`config.mk`:
```
export PLATFORM = sky130hd
export DESIGN_NAME = fpd_div
export DESIGN_NICKNAME = d
export VERILOG_FILES = /design/src/rtl/core/fpd_pkg.sv /design/src/rtl/core/fpd_div.sv
export SDC_FILE = /design/constraint.sdc
export NUM_CORES = 1
export LEC_CHECK = 0
export BUFFER_PORTS_ARGS = -buffer_cell sky130_fd_sc_hd__buf_2
export CORE_MARGIN = 2
export CORE_UTILIZATION = 60
export DETAILED_ROUTE_END_ITERATION = 16
export GPL_ROUTABILITY_DRIVEN = 0
export PLACE_DENSITY = 0.8
export SLEW_MARGIN = 10
export SYNTH_ARGS = -nofsm -noshare
export SYNTH_HDL_FRONTEND = slang
export SYNTH_SLANG_ARGS = --single-unit
```
`constraint.sdc`:
```
create_clock -name clk -period 6.6 [get_ports clk]
set_clock_uncertainty 0.2 [all_clocks]
set_input_delay 1.32 -clock clk [delete_from_list [all_inputs] [get_ports clk]]
set_output_delay 1.32 -clock clk [all_outputs]
set_load 0.1 [all_outputs]
```
`src/rtl/core/fpd_pkg.sv`:
```
// Shared types, constants and the rule table of the fuzzy PD controller.
// Depends on nothing; used by fpd_div and fuzzy_pd_controller.
package fpd_pkg;

  localparam int IN_WIDTH_DEF = 16;
  localparam int BRK_W        = 14;
  localparam int CFG_IDX_W    = 3;
  localparam int WGT_W        = 7;
  localparam int SEG_W        = 3;
  localparam int LAB_W        = 4;
  localparam int DRIVE_W      = 8;
  localparam int FULL_WEIGHT  = 100;
  localparam int LEVEL_STEP   = 15;

  localparam logic [CFG_IDX_W-1:0] REG_ERR_LOW   = 3'd0;
  localparam logic [CFG_IDX_W-1:0] REG_ERR_MID   = 3'd1;
  localparam logic [CFG_IDX_W-1:0] REG_ERR_HIGH  = 3'd2;
  localparam logic [CFG_IDX_W-1:0] REG_RATE_LOW  = 3'd3;
  localparam logic [CFG_IDX_W-1:0] REG_RATE_MID  = 3'd4;
  localparam logic [CFG_IDX_W-1:0] REG_RATE_HIGH = 3'd5;

  typedef struct packed {
    logic [SEG_W-1:0] seg;
    logic [BRK_W-1:0] delta;
    logic [BRK_W-1:0] gap;
  } fuzz_t;

  localparam logic signed [LAB_W-1:0] RULE_TBL [7][7] = '{
    '{-4'sd6, -4'sd6, -4'sd6, -4'sd5, -4'sd5, -4'sd5, -4'sd4},
    '{-4'sd5, -4'sd4, -4'sd4, -4'sd3, -4'sd2, -4'sd2, -4'sd1},
    '{-4'sd4, -4'sd3, -4'sd2, -4'sd1,  4'sd0,  4'sd1,  4'sd2},
    '{-4'sd4, -4'sd3, -4'sd1,  4'sd0,  4'sd1,  4'sd3,  4'sd4},
    '{-4'sd2, -4'sd1,  4'sd0,  4'sd1,  4'sd2,  4'sd3,  4'sd4},
    '{ 4'sd1,  4'sd2,  4'sd2,  4'sd3,  4'sd4,  4'sd4,  4'sd5},
    '{ 4'sd4,  4'sd5,  4'sd5,  4'sd5,  4'sd6,  4'sd6,  4'sd6}
  };

  localparam logic [1:0] PAIR_A [6] = '{2'd0, 2'd0, 2'd0, 2'd1, 2'd1, 2'd2};
  localparam logic [1:0] PAIR_B [6] = '{2'd1, 2'd2, 2'd3, 2'd2, 2'd3, 2'd3};

  function automatic logic signed [LAB_W-1:0] rule_label(logic [2:0] row, logic [2:0] col);
    return RULE_TBL[row][col];
  endfunction

endpackage

```
`src/rtl/core/fpd_div.sv`:
```
// Pipelined restoring unsigned divider, one quotient bit per stage.
// Depends on fpd_pkg for default widths; carries a tag alongside the data.
module fpd_div #(
  parameter int NUM_W = fpd_pkg::BRK_W + fpd_pkg::WGT_W,
  parameter int DEN_W = fpd_pkg::BRK_W,
  parameter int Q_W   = fpd_pkg::WGT_W,
  parameter int TAG_W = fpd_pkg::SEG_W
) (
  input  logic             clk,
  input  logic             rst_n,
  input  logic             in_valid,
  input  logic [NUM_W-1:0] in_num,
  input  logic [DEN_W-1:0] in_den,
  input  logic [TAG_W-1:0] in_tag,
  output logic             out_valid,
  output logic [Q_W-1:0]   out_quo,
  output logic [TAG_W-1:0] out_tag
);

  localparam int CW = (NUM_W > DEN_W + Q_W) ? NUM_W : DEN_W + Q_W;

  logic [Q_W-1:0]   v_r;
  logic [CW-1:0]    rem_r [Q_W];
  logic [DEN_W-1:0] den_r [Q_W];
  logic [Q_W-1:0]   q_r   [Q_W];
  logic [TAG_W-1:0] tag_r [Q_W];

  for (genvar i = 0; i < Q_W; i++) begin : g_stage
    logic             pv;
    logic [CW-1:0]    prem;
    logic [DEN_W-1:0] pden;
    logic [Q_W-1:0]   pq;
    logic [TAG_W-1:0] ptag;
    logic [CW-1:0]    trial;
    logic             ge;

    if (i == 0) begin : g_first
      assign pv   = in_valid;
      assign prem = CW'(in_num);
      assign pden = in_den;
      assign pq   = '0;
      assign ptag = in_tag;
    end else begin : g_next
      assign pv   = v_r[i-1];
      assign prem = rem_r[i-1];
      assign pden = den_r[i-1];
      assign pq   = q_r[i-1];
      assign ptag = tag_r[i-1];
    end

    assign trial = CW'(pden) << (Q_W - 1 - i);
    assign ge    = (prem >= trial);

    always_ff @(posedge clk) begin
      if (!rst_n) begin
        v_r[i] <= 1'b0;
      end else begin
        v_r[i] <= pv;
      end
    end

    always_ff @(posedge clk) begin
      rem_r[i] <= ge ? (prem - trial) : prem;
      den_r[i] <= pden;
      q_r[i]   <= {pq[Q_W-2:0], ge};
      tag_r[i] <= ptag;
    end
  end

  assign out_valid = v_r[Q_W-1];
  assign out_quo   = q_r[Q_W-1];
  assign out_tag   = tag_r[Q_W-1];

endmodule

```
==> summary.md <==
| Metric | Value |
|---|---|
| CP Data Arrival Time | around 3.9 ns |
| Worst hold path type | flip-flop to flip-flop |
| Starting Density | between 60% and 70% |
| Hold Path Depth | 0 |
| Clock tree buffer depth | 3 |
| Crit Path Max Fanout | 16 |
| Synthesis-to-finish area growth | 12.1% |
| R2r setup slk | roughly 3.1 ns |
| First-pass GRT wire length | around 35000 µm |
| Core Area | approximately 0.019 mm² |
| Worst path max stage delay | 0.63 ns |
| Worst skew pair latency | ~0.53 ns |
| Delay-heaviest family, CP | compound AO/OA/AOI/OAI gates |
| Placed inst area | between 0.01 and 0.015 mm² |
| Die Wd | 143 µm |
| Synth area leader | dfxtp_1 |
| Vias in the first global route | 8094 |
| Synth Area per Inst | 9.61 µm² |
| Share of the synthesized area in the top cell type | about 46% |
| Final setup violation count | 0 |
| CTS Hold Bufs | 0 |
| Reg-to-Reg End | rem_r[1][6] |
| Post-Route Setup TNS | 0 ns |
| Fill cells | 1457 |
| Buf/Inv on CP | 2 |
| CTS Sinks | about 270 |
| Maximum clock rate | 270 MHz |
| Drt first-iter violations | about 490 |
| CTS H-Tree Depth | 1 |
| Vias | between 8000 and 9000 |
| Num CTS Buffers | 26 |
| Worst Min Path Start | tag_r[1][0] |
| Commonest cells after routing, fill and taps aside | 266 x dfxtp_1, 121 x inv_1, 106 x nand2_1 |
| Fin util | 68.8% |
| Period utilization | a little under three fifths |
| Worst-margin pin slew | a little over 0.9 ns |
| MaxCap Viol Count | 0 |
| Seq/Total Area, Yosys | between 40% and 50% |
| Most common cell after layout, fill and taps aside | dfxtp_1 |
| RSZ-0062 raised after global routing | no |
| Hold path endpoint | tag_r[2][0] |
| Worst R2R Start | rem_r[0][5] |
| Mapped Cells | between 1000 and 1500 |
| Nets | roughly 1400 |
| Worst R2R Path Depth | 11 |
| Status | finished clean |
| LEAKAGE | between 0.005 and 0.006 µW |
| CP Class | primary input to flip-flop |
| Number of synthesis warnings | 0 |
| Seq cells post-synth | 266 |
| CP endpoint kind | flip-flop |
| CP max-delay cell | and3_1 |
| Peak VDD IR | between 0.2 and 0.25 mV |
| 1st-pass router iterations | 6 |
| Num rows | 50 |
| Layout cells sized above 1 | 12.4% |
| Minimum clock period | around 3.7 ns |
| Crit path cell chain | buf_2 > inv_1 > ha_1 > nor2b_1 > o31a_1 > o221ai_1 > a21oi_1 > o21ai_0 > and3_1 > mux2_2 |
| Chip Height | ~140 µm |
| CP startpoint kind | primary input |
| Clock root buffer | clkbuf_16 |
| Detailed Place HPWL | between 15000 and 20000 µm |
| DRC viols | 0 |
| Ports | 52 |
| Routed Antenna Nets | 0 |
| CTS tree | done |
| Total gr overflow | 0 |
| Post-synth EDFFs | 0 |
| Top cells by area, synth | dfxtp_1 46%, ha_1 11%, inv_1 3.9%, o21ai_0 3.6%, nand2_1 3.4% |
| Vias per cell | 5.39 |
| Number of I/O port buffers | 51 |
| Post-CTS setup buffer count | 0 |
| Synthesized cell area | approximately 0.012 mm² |
| Initial antenna violation count | 0 |
| Normalized max-slew margin | 38.8% |
| Top_reg_cell synth | dfxtp_1 |
| Asr flop ratio synth | 0% |
| Pins Over Slew Limit | 0 |
| Syn nets | between 1000 and 1500 |
| Pin count of the biggest net entering global routing | 32 |
| Clk slew on worst S/H paths | around 0.060 ns |
| Wirelength per Cell | around 13 µm |
| Gates resized, CTS repair | 0 |
| # diodes | 0 |
| Power Density | roughly 470 mW/mm² |
| Fin area | 0.0129 mm² |
| Cell variety after synth | between 70 and 80 |
| CP Data Required Time | a little under 7 ns |
| Total Wirelength | roughly 21000 µm |
| Fin. Hold Viols | 0 |
| Die Area | between 0.02 and 0.025 mm² |
| Global-route usage over all layers | between 20% and 30% |
==> synth_stat cells, types with 11 or more instances <==
library cell	number
a21oi_1	73
a21o_1	21
ha_1	98
xnor2_1	35
mux2_2	17
dfxtp_1	266
o21a_1	12
and3_1	11
nor2_1	47
nor3_1	25
nor2b_1	17
o21ai_0	84
nand2_2	12
inv_1	121
nand2b_1	11
nand2_1	106
o21ai_2	13
nand4_1	15
xor2_1	37
==> stage by stage <==
step / total power, µW / hold WS [ns] / setup WS (ns) / std cells
after detailed placement: 4520 / 0.112 / 2.37 / 1494
after global placement: 4450 / 0.110 / 2.49 / 1494
after floorplan: 4080 / 0.110 / 2.97 / 1202
after CTS: 6070 / 0.126 / 2.91 / 1541
after global routing: 6480 / 0.130 / 2.70 / 1541
final: 6050 / 0.123 / 2.90 / 1541
==> layout make-up <==
| class | instances | area [µm²] | area share [%] |
|---|---|---|---|
| well taps | 260 | 325 | 2.51 |
| inverters | 122 | 458 | 3.54 |
| flip-flops and latches | 266 | 5330 | 41.1 |
| clock inverters | 13 | 169 | 1.30 |
| clock buffers | 34 | 752 | 5.81 |
| multi-input cells | 792 | 5640 | 43.6 |
| repair buffers | 54 | 278 | 2.15 |
==> worst max path at each step <==
stage | from | to | slack (ns) | cells after the start
final | in_den[1] | rem_r[0][14] | 2.90 | 10
after detailed placement | in_den[1] | rem_r[0][14] | 2.37 | 10
after floorplan | in_den[1] | rem_r[0][14] | 2.97 | 11
after global routing | in_den[1] | rem_r[0][18] | 2.70 | 10
after CTS | in_den[1] | rem_r[0][14] | 2.91 | 10
after global placement | in_den[1] | rem_r[0][8] | 2.49 | 10
==> routing by layer <==
layer	global-route usage, %	wire [µm]
met5	0	0
met4	9.17	851
met3	2.92	783
met2	38.2	10300
met1	23.2	8790
==> cell families (layout without fill, tap and decap cells) <==
logic type	count (synthesis)	after routing	share of synthesized area [%]
flops	266	266	46.1
buf+inv	144	223	5.14
compound gates	286	286	15.6
xor+xnor	72	72	5.46
mux	24	24	2.32
fa+ha+maj	104	104	11.7
simple gates	306	306	13.8
==> report_power, final <==
group | total [µW] | switching, µW | leakage (µW) | internal, µW
clock | 1530 | 603 | 0.000445 | 927
combinational | 2270 | 1280 | 0.00314 | 992
sequential | 2260 | 239 | 0.00224 | 2020
==> sequential cells by signal, summed over array words and instances (netlist names) <==
register / cells
q_r: 28
out_valid: 1
tag_r: 21
g_stage.pv: 6
rem_r: 126
den_r: 84
Power figures use the tool's default switching activity.
